==> src/lgia_pkg.sv <==
// Shared types and constants for the linear gradient intensity adder.
`timescale 1ns / 1ps

package lgia_pkg;

   localparam int PIXEL_W  = 8;
   localparam int POS_W    = 12;
   localparam int COORD_W  = 14;
   localparam int OFFSET_W = 9;

   localparam int CSR_INDEX_W = 3;
   localparam int CSR_DATA_W  = 14;

   localparam logic [CSR_INDEX_W-1:0] CSR_START_X      = 3'd0;
   localparam logic [CSR_INDEX_W-1:0] CSR_START_Y      = 3'd1;
   localparam logic [CSR_INDEX_W-1:0] CSR_END_X        = 3'd2;
   localparam logic [CSR_INDEX_W-1:0] CSR_END_Y        = 3'd3;
   localparam logic [CSR_INDEX_W-1:0] CSR_START_OFFSET = 3'd4;
   localparam logic [CSR_INDEX_W-1:0] CSR_END_OFFSET   = 3'd5;

   localparam int DIFF_W = 15;
   localparam int GAIN_W = 10;
   localparam int BASE_W = 10;
   localparam int PROD_W = 30;
   localparam int PROJ_W = 31;
   localparam int DEN_W  = 30;
   localparam int NUM_W  = 41;
   localparam int QUO_W  = 10;
   localparam int MAG_W  = DEN_W + QUO_W;
   localparam int SUM_W  = 12;

   localparam logic signed [SUM_W-1:0] QUO_SAT_POS = 12'sd1023;
   localparam logic signed [SUM_W-1:0] QUO_SAT_NEG = -12'sd1024;
   localparam logic signed [SUM_W-1:0] PIXEL_MAX   = 12'sd255;

   localparam int FRONT_DEPTH = 4;
   localparam int DIV_DEPTH   = QUO_W + 2;
   localparam int PIPE_DEPTH  = FRONT_DEPTH + DIV_DEPTH + 1;

   typedef struct packed {
      logic signed [COORD_W-1:0]  start_x;
      logic signed [COORD_W-1:0]  start_y;
      logic signed [COORD_W-1:0]  end_x;
      logic signed [COORD_W-1:0]  end_y;
      logic signed [OFFSET_W-1:0] start_offset;
      logic signed [OFFSET_W-1:0] end_offset;
   } cfg_type;

   typedef struct packed {
      logic signed [BASE_W-1:0] base;
      logic                     zero;
      logic [DEN_W-1:0]         den;
      logic signed [NUM_W-1:0]  num;
   } quot_req_type;

   typedef struct packed {
      logic                     neg;
      logic                     zero;
      logic                     sat;
      logic signed [BASE_W-1:0] base;
      logic [DEN_W-1:0]         den;
      logic [MAG_W-1:0]         rem;
      logic [QUO_W-1:0]         quo;
   } div_work_type;

endpackage

==> src/lgia_div_step.sv <==
// One restoring division step: produces one quotient bit per stage.
`timescale 1ns / 1ps

module lgia_div_step #(
   parameter int SHIFT = 0
) (
   input  logic                   clock,
   input  logic                   reset,
   input  logic                   in_valid,
   output logic                   in_ready,
   input  lgia_pkg::div_work_type in_work,
   output logic                   out_valid,
   input  logic                   out_ready,
   output lgia_pkg::div_work_type out_work
);

   logic                          v_ff;
   logic [lgia_pkg::MAG_W-1:0]    divisor;
   lgia_pkg::div_work_type        work_in, work_ff;

   assign in_ready = !v_ff || out_ready;

   always_comb begin
      divisor = {{lgia_pkg::QUO_W{1'b0}}, in_work.den} << SHIFT;
      work_in = in_work;
      if (in_work.rem >= divisor) begin
         work_in.rem        = in_work.rem - divisor;
         work_in.quo[SHIFT] = 1'b1;
      end
   end

   always_ff @(posedge clock) begin
      if (reset) begin
         v_ff <= 1'b0;
      end else if (in_ready) begin
         v_ff <= in_valid;
      end
   end

   always_ff @(posedge clock) begin
      if (in_ready) begin
         work_ff <= work_in;
      end
   end

   assign out_valid = v_ff;
   assign out_work  = work_ff;

endmodule

==> src/lgia_div.sv <==
// Pipelined floor divider: magnitude, range check and restoring steps.
`timescale 1ns / 1ps

module lgia_div (
   input  logic                   clock,
   input  logic                   reset,
   input  logic                   in_valid,
   output logic                   in_ready,
   input  lgia_pkg::quot_req_type in_data,
   output logic                   out_valid,
   input  logic                   out_ready,
   output lgia_pkg::div_work_type out_work
);

   logic                   rdy_a, rdy_b;
   logic                   va_ff, vb_ff;
   lgia_pkg::div_work_type wa_in, wa_ff, wb_in, wb_ff;

   logic                   step_valid [lgia_pkg::QUO_W+1];
   logic                   step_ready [lgia_pkg::QUO_W+1];
   lgia_pkg::div_work_type step_work  [lgia_pkg::QUO_W+1];

   assign rdy_b    = !vb_ff || step_ready[0];
   assign rdy_a    = !va_ff || rdy_b;
   assign in_ready = rdy_a;

   always_comb begin
      wa_in      = '0;
      wa_in.neg  = in_data.num[lgia_pkg::NUM_W-1];
      wa_in.zero = in_data.zero;
      wa_in.base = in_data.base;
      wa_in.den  = in_data.den;
      wa_in.rem  = in_data.num[lgia_pkg::NUM_W-1]
                   ? lgia_pkg::MAG_W'(-in_data.num)
                   : lgia_pkg::MAG_W'(in_data.num);
   end

   always_comb begin
      wb_in     = wa_ff;
      wb_in.sat = (wa_ff.rem >= {wa_ff.den, {lgia_pkg::QUO_W{1'b0}}});
   end

   always_ff @(posedge clock) begin
      if (reset) begin
         va_ff <= 1'b0;
         vb_ff <= 1'b0;
      end else begin
         if (rdy_a) va_ff <= in_valid;
         if (rdy_b) vb_ff <= va_ff;
      end
   end

   always_ff @(posedge clock) begin
      if (rdy_a) wa_ff <= wa_in;
      if (rdy_b) wb_ff <= wb_in;
   end

   assign step_valid[0] = vb_ff;
   assign step_work[0]  = wb_ff;

   for (genvar s = 0; s < lgia_pkg::QUO_W; s++) begin : g_step
      lgia_div_step #(
         .SHIFT(lgia_pkg::QUO_W - 1 - s)
      ) u_step (
         .clock     (clock),
         .reset     (reset),
         .in_valid  (step_valid[s]),
         .in_ready  (step_ready[s]),
         .in_work   (step_work[s]),
         .out_valid (step_valid[s+1]),
         .out_ready (step_ready[s+1]),
         .out_work  (step_work[s+1])
      );
   end

   assign step_ready[lgia_pkg::QUO_W] = out_ready;
   assign out_valid = step_valid[lgia_pkg::QUO_W];
   assign out_work  = step_work[lgia_pkg::QUO_W];

endmodule

==> config.mk <==
export PLATFORM = sky130hd
export DESIGN_NAME = lgia_div
export DESIGN_NICKNAME = d
export VERILOG_FILES = /design/src/lgia_pkg.sv /design/src/lgia_div_step.sv /design/src/lgia_div.sv
export SDC_FILE = /design/constraint.sdc
export NUM_CORES = 2
export LEC_CHECK = 0
export BUFFER_PORTS_ARGS = -buffer_cell sky130_fd_sc_hd__buf_4
export CORE_UTILIZATION = 30
export CTS_BUF_LIST = sky130_fd_sc_hd__clkbuf_2 sky130_fd_sc_hd__clkbuf_4 sky130_fd_sc_hd__clkbuf_8
export DETAILED_ROUTE_END_ITERATION = 6
export PLACE_DENSITY = 0.51
export SYNTH_ARGS = -nofsm -noshare
export SYNTH_HDL_FRONTEND = slang
export SYNTH_SLANG_ARGS = --single-unit
==> constraint.sdc <==
create_clock -name clock -period 8.9 [get_ports clock]
set_clock_uncertainty 0.2 [all_clocks]
set_input_delay 1.335 -clock clock [delete_from_list [all_inputs] [get_ports clock]]
set_output_delay 1.335 -clock clock [all_outputs]
set_load 0.02 [all_outputs]
==> impl_metrics.yaml <==
outcome:
  outcome: "finished, final reports clean"
job:
  cap_viol_max_count: 0
clocking:
  clk_pin_slew_ns: 0.06
  cts_sinks: 1062
  cts_root_buf: "clkbuf_8"
  cts_resized: 0
  cts_made_buffers: 183
  postCtsSetupRepairBufs: 0
  insertion_delay_ns: 0.93
  clock_path_buffers: 3
  cts_tree: "done"
  cts_hold_buf: 0
  cts_max_level: 4
hold_path:
  hold_class: "flip-flop to flip-flop"
drt:
  ant_nets: 0
  drtPass1Iterations: 6
  drt_iter0_drc: 2005
  totalWireLength_um: 122000
  drt-vias-per-instance: 4.70
  wl_per_cell_um: 16.2
  drc_errors: 0
  routed-via-count: 35500
place:
  dp_hpwl_um: 94100
  placed_cell_area_um2: 59200
  dp_cells: 7203
  numPortBuffers: 180
  preCtsSetupSlack_ns: 2.82
  place.gp.congestion: 0.882
layout:
  multiInputGateArea_um2: 21200
  seq_area_um2: 31800
  final_core_util: 0.346
  n_fill_cell: 18000
  final_area_um2: 62800
  area_growth_syn_to_layout_pct: 14.2
  nets: 5445
  drive_gt1_frac: 0.115
  fin_cells: 7539
floorplanning:
  core_area_um2: 182000
  die_w_um: 430
  io_pins: 181
  die_h_um: 430
  die-area_um2: 185000
  initial_utilization: 0.303
  fp-row-count: 156
timing:
  layout_setup_ws_ns: 2.97
  fmax_ghz: 0.169
  period_minus_slack_ns: 5.93
  slew_headroom: 0.0879
  rsz0062_at_grt: "no"
  hold-worst-slack_ns: 0.199
  fin_tns_setup_ns: 0
  setup-violations-final: 0
  hold_viol: 0
  final.period_utilization: 0.666
  drv_slew: 0
  tightest_slew_ns: 1.36
global_routing:
  gr-total-overflow: 0
  grt_pass1_wl_um: 194000
  antenna_found_initial: 3
  track_usage: 0.131
  first_global_vias: 36300
  grt_max_degree: 88
setup_path:
  endpoint_kind: "primary output"
  crit_type: "input pin to primary output"
  critPathArrivalTime_ns: 4.39
  cpPeakStageDelay_ns: 0.43
  cp.required_ns: 7.36
  crit_fanout: 24
  crit_slowest_cell: "nand4_1"
  reg2reg_slack_ns: 4.31
  path_common_cell: "buf_4"
  crit_chain: "buf_4, nor2b_1, and3_1, and3_1, and2_1, nand3_4, nor2_1, buf_4, nand4_1, buf_4"
  cp-start-kind: "input pin"
pwr:
  power_density_nw_per_um2: 322
  power_mw: 20.2
  p_leak_nw: 25.0
  ir_worst_vdd_mv: 0.132
synth:
  synth.distinct_cells: 75
  synth_area_um2: 55000
  synth-seq-cells: 1062
  async_flop_share: 0
  netlist_instances: 4763
  ys_warn_count: 0
  synth_edf_count: 1050
  syn_area_per_cell_um2: 11.6
  syn-num-nets: 5190
  seq_area_frac_synth: 0.577
  synth-main-ff-cell: "edfxtp_1"
cell usage after synthesis, drive strengths merged (24+ instances only):
cell type | instances | area [um2]
edfxtp | 1050 | 31500
or3 | 24 | 165
o21bai | 34 | 255
nand4 | 64 | 400
o21a | 47 | 353
xor2 | 151 | 1320
and3 | 32 | 200
a21o | 142 | 1070
nand2b | 54 | 338
nor2 | 273 | 1020
o21ai | 341 | 1710
a21oi | 404 | 2020
o211ai | 33 | 248
nand2 | 374 | 1400
nor3 | 74 | 370
o31ai | 32 | 254
mux2 | 56 | 631
inv | 429 | 1610
clkbuf | 127 | 477
ha | 331 | 4140
xnor2 | 190 | 1660
nand3 | 82 | 410
nor2b | 54 | 338
nor4 | 33 | 206
a211oi | 35 | 263
a31oi | 33 | 206
layout by cell type, fill, tap and decap left out, types with 14 or more instances in the layout:
master     count
nor2b_1       54
nor4_1        33
o21ai_0      338
or3_1         20
inv_1        424
clkinv_1      44
xnor2_1      190
nor2_1       272
a31oi_1       33
a21oi_1      403
edfxtp_1    1050
a2111oi_0     14
o211ai_1      33
xor2_1       151
o31ai_1       31
nor3_1        74
o21a_1        47
buf_4        208
a21o_1       142
nand4_1       64
a211oi_1      35
clkinv_2      23
nand2b_1      54
and3_1        32
o21bai_1      34
mux2_2        56
nand3_1       80
and2_1        18
nand2_1      370
clkbuf_8     188
clkbuf_4      57
ha_1         331
kinds of logic after synthesis:
| logic type | count (synthesis) | synth area share |
|---|---|---|
| AO/OA/AOI/OAI | 1234 | 0.137 |
| AND/OR/NAND/NOR | 1157 | 0.102 |
| flip-flops | 1062 | 0.577 |
| buffers and inverters | 567 | 0.0387 |
| XOR/XNOR | 341 | 0.0543 |
| adder cells (fa/ha/maj) | 341 | 0.0789 |
| multiplexers | 61 | 0.0124 |
layer usage:
metal | GRT usage | part of all wire
met4 | 0.0712 | 0.051
met2 | 0.227 | 0.48
met5 | 0 | 0
met1 | 0.153 | 0.43
met3 | 0.0244 | 0.036
path summary, 6_finish.rpt:
| check | startpoint | endpoint | cells past startpoint |
|---|---|---|---|
| max | out_ready | in_ready | 10 |
| min | g_step[1].u_step.out_work[9] | g_step[2].u_step.out_work[9] | 0 |
| max reg2reg | g_step[0].u_step.out_work[28] | g_step[1].u_step.out_work[49] | 11 |
| min reg2reg | g_step[1].u_step.out_work[9] | g_step[2].u_step.out_work[9] | 0 |
worst max-delay path: cells and delay by family:
kind,cells,cell delay [ns]
AND/OR/NAND/NOR,7,2.39
buffers and inverters,3,0.65
layout make-up:
cell class	instances	area share
Antenna cell	6	0.000239
Sequential cell	1062	0.506
Multi-Input combinational cell	3134	0.338
Inverter	429	0.0258
Tap cell	2370	0.0472
Timing Repair Buffer	208	0.0248
Clock inverter	85	0.0104
Clock buffer	245	0.0480
sequential cells by signal, summed over array words and instances, names as in the netlist:
register                 count
g_step.u_step.out_valid     10
g_step.u_step.out_work     885
step_work                   83
va_ff                        1
vb_ff                        1
wa_ff                       82
where the power goes:
group / switching (mW) / internal, mW / total, mW
Combinational: 4.62 / 3.39 / 8.01
Sequential: 0.682 / 7.14 / 7.82
Clock: 2.02 / 2.40 / 4.42
Total: 7.32 / 12.9 / 20.2
No activity file was read; power rests on OpenSTA's default activity.
