[config.mk]
export PLATFORM = sky130hd
export DESIGN_NAME = lgia_front
export DESIGN_NICKNAME = d
export VERILOG_FILES = /design/src/lgia_pkg.sv /design/src/lgia_front.sv
export SDC_FILE = /design/constraint.sdc
export NUM_CORES = 2
export LEC_CHECK = 0
export BUFFER_PORTS_ARGS = -buffer_cell sky130_fd_sc_hd__buf_2
export CAP_MARGIN = 10
export CORE_ASPECT_RATIO = 0.5
export CORE_MARGIN = 2
export CORE_UTILIZATION = 55
export DETAILED_ROUTE_END_ITERATION = 12
export PLACE_DENSITY = 0.76
export SYNTH_ARGS = -nofsm -noshare
export SYNTH_HDL_FRONTEND = slang
export SYNTH_SLANG_ARGS = --single-unit
[constraint.sdc]
create_clock -name clock -period 12.7 [get_ports clock]
set_input_delay 2.54 -clock clock [delete_from_list [all_inputs] [get_ports clock]]
set_output_delay 2.54 -clock clock [all_outputs]
set_load 0.005 [all_outputs]
[src/lgia_pkg.sv]
// Shared types and constants for the linear gradient intensity adder.
`timescale 1ns / 1ps

package lgia_pkg;

   localparam int PIXEL_W  = 8;
   localparam int POS_W    = 12;
   localparam int COORD_W  = 14;
   localparam int OFFSET_W = 9;

   localparam int CSR_INDEX_W = 3;
   localparam int CSR_DATA_W  = 14;

   localparam logic [CSR_INDEX_W-1:0] CSR_START_X      = 3'd0;
   localparam logic [CSR_INDEX_W-1:0] CSR_START_Y      = 3'd1;
   localparam logic [CSR_INDEX_W-1:0] CSR_END_X        = 3'd2;
   localparam logic [CSR_INDEX_W-1:0] CSR_END_Y        = 3'd3;
   localparam logic [CSR_INDEX_W-1:0] CSR_START_OFFSET = 3'd4;
   localparam logic [CSR_INDEX_W-1:0] CSR_END_OFFSET   = 3'd5;

   localparam int DIFF_W = 15;
   localparam int GAIN_W = 10;
   localparam int BASE_W = 10;
   localparam int PROD_W = 30;
   localparam int PROJ_W = 31;
   localparam int DEN_W  = 30;
   localparam int NUM_W  = 41;
   localparam int QUO_W  = 10;
   localparam int MAG_W  = DEN_W + QUO_W;
   localparam int SUM_W  = 12;

   localparam logic signed [SUM_W-1:0] QUO_SAT_POS = 12'sd1023;
   localparam logic signed [SUM_W-1:0] QUO_SAT_NEG = -12'sd1024;
   localparam logic signed [SUM_W-1:0] PIXEL_MAX   = 12'sd255;

   localparam int FRONT_DEPTH = 4;
   localparam int DIV_DEPTH   = QUO_W + 2;
   localparam int PIPE_DEPTH  = FRONT_DEPTH + DIV_DEPTH + 1;

   typedef struct packed {
      logic signed [COORD_W-1:0]  start_x;
      logic signed [COORD_W-1:0]  start_y;
      logic signed [COORD_W-1:0]  end_x;
      logic signed [COORD_W-1:0]  end_y;
      logic signed [OFFSET_W-1:0] start_offset;
      logic signed [OFFSET_W-1:0] end_offset;
   } cfg_type;

   typedef struct packed {
      logic signed [BASE_W-1:0] base;
      logic                     zero;
      logic [DEN_W-1:0]         den;
      logic signed [NUM_W-1:0]  num;
   } quot_req_type;

   typedef struct packed {
      logic                     neg;
      logic                     zero;
      logic                     sat;
      logic signed [BASE_W-1:0] base;
      logic [DEN_W-1:0]         den;
      logic [MAG_W-1:0]         rem;
      logic [QUO_W-1:0]         quo;
   } div_work_type;

endpackage

[src/lgia_front.sv]
// Front pipeline: position offsets, products, projection and scaled numerator.
`timescale 1ns / 1ps

module lgia_front #(
   parameter int MAX_DIM = 4096
) (
   input  logic                           clock,
   input  logic                           reset,
   input  lgia_pkg::cfg_type              cfg,
   input  logic                           in_valid,
   output logic                           in_ready,
   input  logic [lgia_pkg::PIXEL_W-1:0]   pixel_in,
   input  logic [lgia_pkg::POS_W-1:0]     row,
   input  logic [lgia_pkg::POS_W-1:0]     column,
   output logic                           out_valid,
   input  logic                           out_ready,
   output lgia_pkg::quot_req_type         out_data
);

   localparam int PosMax = (1 << lgia_pkg::POS_W) - 1;
   localparam int LimInt = (MAX_DIM - 1 > PosMax) ? PosMax : MAX_DIM - 1;
   localparam logic [lgia_pkg::POS_W-1:0] COORD_LIM = lgia_pkg::POS_W'(LimInt);
   localparam int PadW = lgia_pkg::DIFF_W - lgia_pkg::POS_W;
   localparam int PixPadW = lgia_pkg::BASE_W - lgia_pkg::PIXEL_W;

   logic rdy1, rdy2, rdy3, rdy4;
   logic v1_ff, v2_ff, v3_ff, v4_ff;

   logic [lgia_pkg::POS_W-1:0] row_sat, col_sat;

   logic signed [lgia_pkg::DIFF_W-1:0] px1_in, py1_in, dx1_in, dy1_in;
   logic signed [lgia_pkg::DIFF_W-1:0] px1_ff, py1_ff, dx1_ff, dy1_ff;
   logic signed [lgia_pkg::GAIN_W-1:0] gain1_in, gain1_ff, gain2_ff, gain3_ff;
   logic signed [lgia_pkg::BASE_W-1:0] base1_in, base1_ff, base2_ff, base3_ff, base4_ff;

   logic signed [lgia_pkg::PROD_W-1:0] tx2_in, ty2_in, dxx2_in, dyy2_in;
   logic signed [lgia_pkg::PROD_W-1:0] tx2_ff, ty2_ff, dxx2_ff, dyy2_ff;

   logic signed [lgia_pkg::PROJ_W-1:0] t3_in, t3_ff, den_sum;
   logic [lgia_pkg::DEN_W-1:0]         den3_in, den3_ff, den4_ff;

   logic signed [lgia_pkg::NUM_W-1:0]  num4_in, num4_ff;
   logic                               zero4_in, zero4_ff;

   assign rdy4     = !v4_ff || out_ready;
   assign rdy3     = !v3_ff || rdy4;
   assign rdy2     = !v2_ff || rdy3;
   assign rdy1     = !v1_ff || rdy2;
   assign in_ready = rdy1;

   always_comb begin
      row_sat  = (row > COORD_LIM) ? COORD_LIM : row;
      col_sat  = (column > COORD_LIM) ? COORD_LIM : column;
      px1_in   = $signed({{PadW{1'b0}}, col_sat}) - lgia_pkg::DIFF_W'(cfg.start_x);
      py1_in   = $signed({{PadW{1'b0}}, row_sat}) - lgia_pkg::DIFF_W'(cfg.start_y);
      dx1_in   = lgia_pkg::DIFF_W'(cfg.end_x) - lgia_pkg::DIFF_W'(cfg.start_x);
      dy1_in   = lgia_pkg::DIFF_W'(cfg.end_y) - lgia_pkg::DIFF_W'(cfg.start_y);
      gain1_in = lgia_pkg::GAIN_W'(cfg.end_offset) - lgia_pkg::GAIN_W'(cfg.start_offset);
      base1_in = lgia_pkg::BASE_W'(cfg.start_offset)
                 + $signed({{PixPadW{1'b0}}, pixel_in});
   end

   always_comb begin
      tx2_in  = lgia_pkg::PROD_W'(px1_ff) * lgia_pkg::PROD_W'(dx1_ff);
      ty2_in  = lgia_pkg::PROD_W'(py1_ff) * lgia_pkg::PROD_W'(dy1_ff);
      dxx2_in = lgia_pkg::PROD_W'(dx1_ff) * lgia_pkg::PROD_W'(dx1_ff);
      dyy2_in = lgia_pkg::PROD_W'(dy1_ff) * lgia_pkg::PROD_W'(dy1_ff);
   end

   always_comb begin
      t3_in   = lgia_pkg::PROJ_W'(tx2_ff) + lgia_pkg::PROJ_W'(ty2_ff);
      den_sum = lgia_pkg::PROJ_W'(dxx2_ff) + lgia_pkg::PROJ_W'(dyy2_ff);
      den3_in = den_sum[lgia_pkg::DEN_W-1:0];
   end

   always_comb begin
      num4_in  = lgia_pkg::NUM_W'(gain3_ff) * lgia_pkg::NUM_W'(t3_ff);
      zero4_in = (den3_ff == '0);
   end

   always_ff @(posedge clock) begin
      if (reset) begin
         v1_ff <= 1'b0;
         v2_ff <= 1'b0;
         v3_ff <= 1'b0;
         v4_ff <= 1'b0;
      end else begin
         if (rdy1) v1_ff <= in_valid;
         if (rdy2) v2_ff <= v1_ff;
         if (rdy3) v3_ff <= v2_ff;
         if (rdy4) v4_ff <= v3_ff;
      end
   end

   always_ff @(posedge clock) begin
      if (rdy1) begin
         px1_ff   <= px1_in;
         py1_ff   <= py1_in;
         dx1_ff   <= dx1_in;
         dy1_ff   <= dy1_in;
         gain1_ff <= gain1_in;
         base1_ff <= base1_in;
      end
      if (rdy2) begin
         tx2_ff   <= tx2_in;
         ty2_ff   <= ty2_in;
         dxx2_ff  <= dxx2_in;
         dyy2_ff  <= dyy2_in;
         gain2_ff <= gain1_ff;
         base2_ff <= base1_ff;
      end
      if (rdy3) begin
         t3_ff    <= t3_in;
         den3_ff  <= den3_in;
         gain3_ff <= gain2_ff;
         base3_ff <= base2_ff;
      end
      if (rdy4) begin
         num4_ff  <= num4_in;
         zero4_ff <= zero4_in;
         den4_ff  <= den3_ff;
         base4_ff <= base3_ff;
      end
   end

   assign out_valid     = v4_ff;
   assign out_data.base = base4_ff;
   assign out_data.zero = zero4_ff;
   assign out_data.den  = den4_ff;
   assign out_data.num  = num4_ff;

endmodule

==> results.py <==
metrics = {
    "logic_synthesis": {
        "syn_avg_cell_area_sq_um": 9.93,
        "synthFlopType": "edfxtp_1",
        "synth.ff_latch_count": 385,
        "synth_edf_count": 381,
        "syn-num-nets": 7866,
        "yosys.cell_types.count": 70,
        "ys_seq_area_share_pct": 19.0,
        "syn_inst": 6093,
        "netlist_area_sq_um": 60500,
        "ys_warn_count": 0,
        "async_flop_share_pct": 0,
    },
    "worst_setup_path": {
        "cp.arrival_ps": 8430,
        "crit_fanout": 19,
        "path_class": "flop to flop",
        "cp.required_ps": 13050,
        "slowest_stage": "edfxtp_1",
        "worstPathCellList": "clkinv_1 -> buf_4 -> nor2_1 -> fa_1 -> fa_1 -> fa_1 -> fa_1 -> fa_1 -> inv_1 -> fa_1 -> inv_1 -> ha_1 -> nand2_1 -> o311ai_0 -> a211oi_1 -> o31ai_1 -> a21oi_1 -> xnor2_1",
        "critPathTopFamily": "adder cells",
        "critPathMostFrequentCell": "fa_1",
        "critPathLaunchType": "flop",
        "slowest_delay_ps": 950,
        "end_kind": "flop",
        "path_buf_inv": 4,
    },
    "floorplan": {
        "fp.dieW_microns": 473,
        "rows": 85,
        "dieArea_sq_um": 113000,
        "die_y_microns": 239,
        "io-pin-count": 194,
        "core-area_sq_um": 108000,
        "initial_utilization_pct": 55.8,
    },
    "timing": {
        "tns_ps": 0,
        "maxSlewViolCount": 0,
        "setup_viol": 0,
        "final_hold_viol_count": 0,
        "timing.fmax_mhz": 124,
        "finalCriticalPeriod_ps": 8080,
        "worst_slew_pin_slew_ps": 1250,
        "rsz0062_at_grt": "false",
        "slew_headroom_pct": 16.9,
        "min_period_over_period_pct": 63.6,
        "fin_skew_ps": 36.8,
    },
    "final_layout": {
        "final_cell_mix": "1476 x inv_1, 1101 x fa_1, 572 x nand2_1",
        "layout_commonest_cell": "inv_1",
        "layout-drive-gt1-share_pct": 5.58,
        "final_nets": 7961,
        "area_growth_pct": 6.67,
    },
    "cts": {
        "numCtsBuffers": 43,
        "tritoncts": "yes",
        "clock_path_buffers": 3,
        "cts_root_buf": "clkbuf_16",
        "holdBufCountCts": 0,
        "clk_pin_slew_ps": 60,
        "clock_latency_ps": 640,
        "postCtsSetupBuffers": 0,
        "cts_sinks": 385,
        "cts_htree_levels": 2,
        "ctsResizeCount": 0,
    },
    "route": {
        "drt-total-wl_microns": 138000,
        "wl_per_cell_microns": 18.0,
        "first_iter_violations": 3144,
        "viasPerCell": 5.45,
        "route.detailed.drc": 0,
        "vias": 41726,
        "antenna_left": 0,
        "drtPass1Iterations": 5,
    },
    "global_routing": {
        "grt_pass1_wl_microns": 230000,
        "overflow": 0,
        "grt_pass1_vias": 45552,
        "grt_usage_pct": 25.4,
        "antenna_found_initial": 7,
        "grt_max_degree": 74,
    },
    "flow_run": {
        "drv_cap": 0,
    },
    "place": {
        "gp_congestion": 0.921,
        "io_buffers": 193,
        "dpl.hpwl_microns": 110000,
    },
    "min_path": {
        "hold_class": "flop to flop",
    },
    "run_status": {
        "outcome": "complete, no violations",
    },
}
final timing paths:
kind / from / slack (ps) / cells past startpoint / to
worst max-delay path: dx1_ff[14]$_DFFE_PP_ / 4620 / 18 / dxx2_ff[29]$_DFFE_PP_
worst min-delay path: base2_ff[8]$_DFFE_PP_ / 420 / 0 / base3_ff[8]$_DFFE_PP_
worst max register to register: dx1_ff[14]$_DFFE_PP_ / 4620 / 18 / dxx2_ff[29]$_DFFE_PP_
worst min register to register: base2_ff[8]$_DFFE_PP_ / 420 / 0 / base3_ff[8]$_DFFE_PP_
cell families (layout without fill, tap and decap cells):
group / Yosys count / count (layout) / synth area share (%)
XOR/XNOR: 281 / 281 / 4.07
other: 0 / 5 / 0
multiplexers: 2 / 2 / 0.0331
AND/OR/NAND/NOR: 1498 / 1498 / 12.0
flip-flops: 385 / 385 / 19.0
AO/OA/AOI/OAI: 597 / 597 / 6.44
buffers and inverters: 1667 / 1797 / 10.3
adder cells (fa/ha/maj): 1663 / 1663 / 48.0
layout make-up:
type                            count  area (sq um)
Antenna cell                        5          12.5
Clock buffer                       50          1140
Multi-Input combinational cell   4041         42700
Tap cell                         1435          1800
Inverter                         1481          5570
Fill cell                        8850         43800
Clock inverter                     30           474
Sequential cell                   385         11500
Timing Repair Buffer              236          1290
synth_stat cells, types with 11 or more instances:
master,n,share of area (%)
a21o_1,92,1.1
fa_1,1101,36
or3_1,24,0.25
nor3_1,53,0.44
and2_1,417,4.3
o211ai_1,11,0.14
o21a_1,32,0.40
or2_2,14,0.14
xnor2_1,224,3.2
nor2b_1,28,0.29
and3_1,22,0.23
nand2b_1,35,0.36
xor2_1,57,0.82
a21boi_0,14,0.17
a21oi_1,174,1.4
nand2_1,574,3.6
a211oi_1,27,0.33
o21ai_0,103,0.85
nand4_1,19,0.20
nand3_1,37,0.31
nor2_1,237,1.5
clkbuf_1,184,1.1
edfxtp_1,381,19
o21bai_1,20,0.25
inv_1,1478,9.2
nor4_1,14,0.14
ha_1,562,12
a31oi_1,21,0.22
a31o_2,16,0.23
state kept, by name (all words and copies together) (netlist names), 29 cells and up:
register  count
den4_ff      30
t3_ff        31
num4_ff      41
dxx2_ff      29
dyy2_ff      29
ty2_ff       30
tx2_ff       30
den3_ff      30
stage by stage:
stage	hold WS, ps	utilization (%)	area (sq um)	worst slack, ps	cells
2_1_floorplan	400	-	60500	5610	6093
6_report	420	59.6	64600	4620	7663
4_1_cts	420	59.6	64500	4610	7658
3_5_place_dp	405	58.1	62900	4690	7578
5_1_grt	425	59.6	64500	4050	7661
3_3_place_gp	401	58.1	62900	4990	7578
routing by layer:
| layer | track usage (%) | vias up | wire length [microns] |
|---|---|---|---|
| met2 | 43.1 | 1409 | 66500 |
| li1 | - | 18955 | - |
| met4 | 7.87 | 2 | 4570 |
| met3 | 3.93 | 306 | 9140 |
| met5 | 0 | - | 9 |
| met1 | 33.7 | 21054 | 57700 |
Power is left out: the tool's default activity adds up to more than one toggle a clock period on the data nets, which glitch-free logic cannot reach.
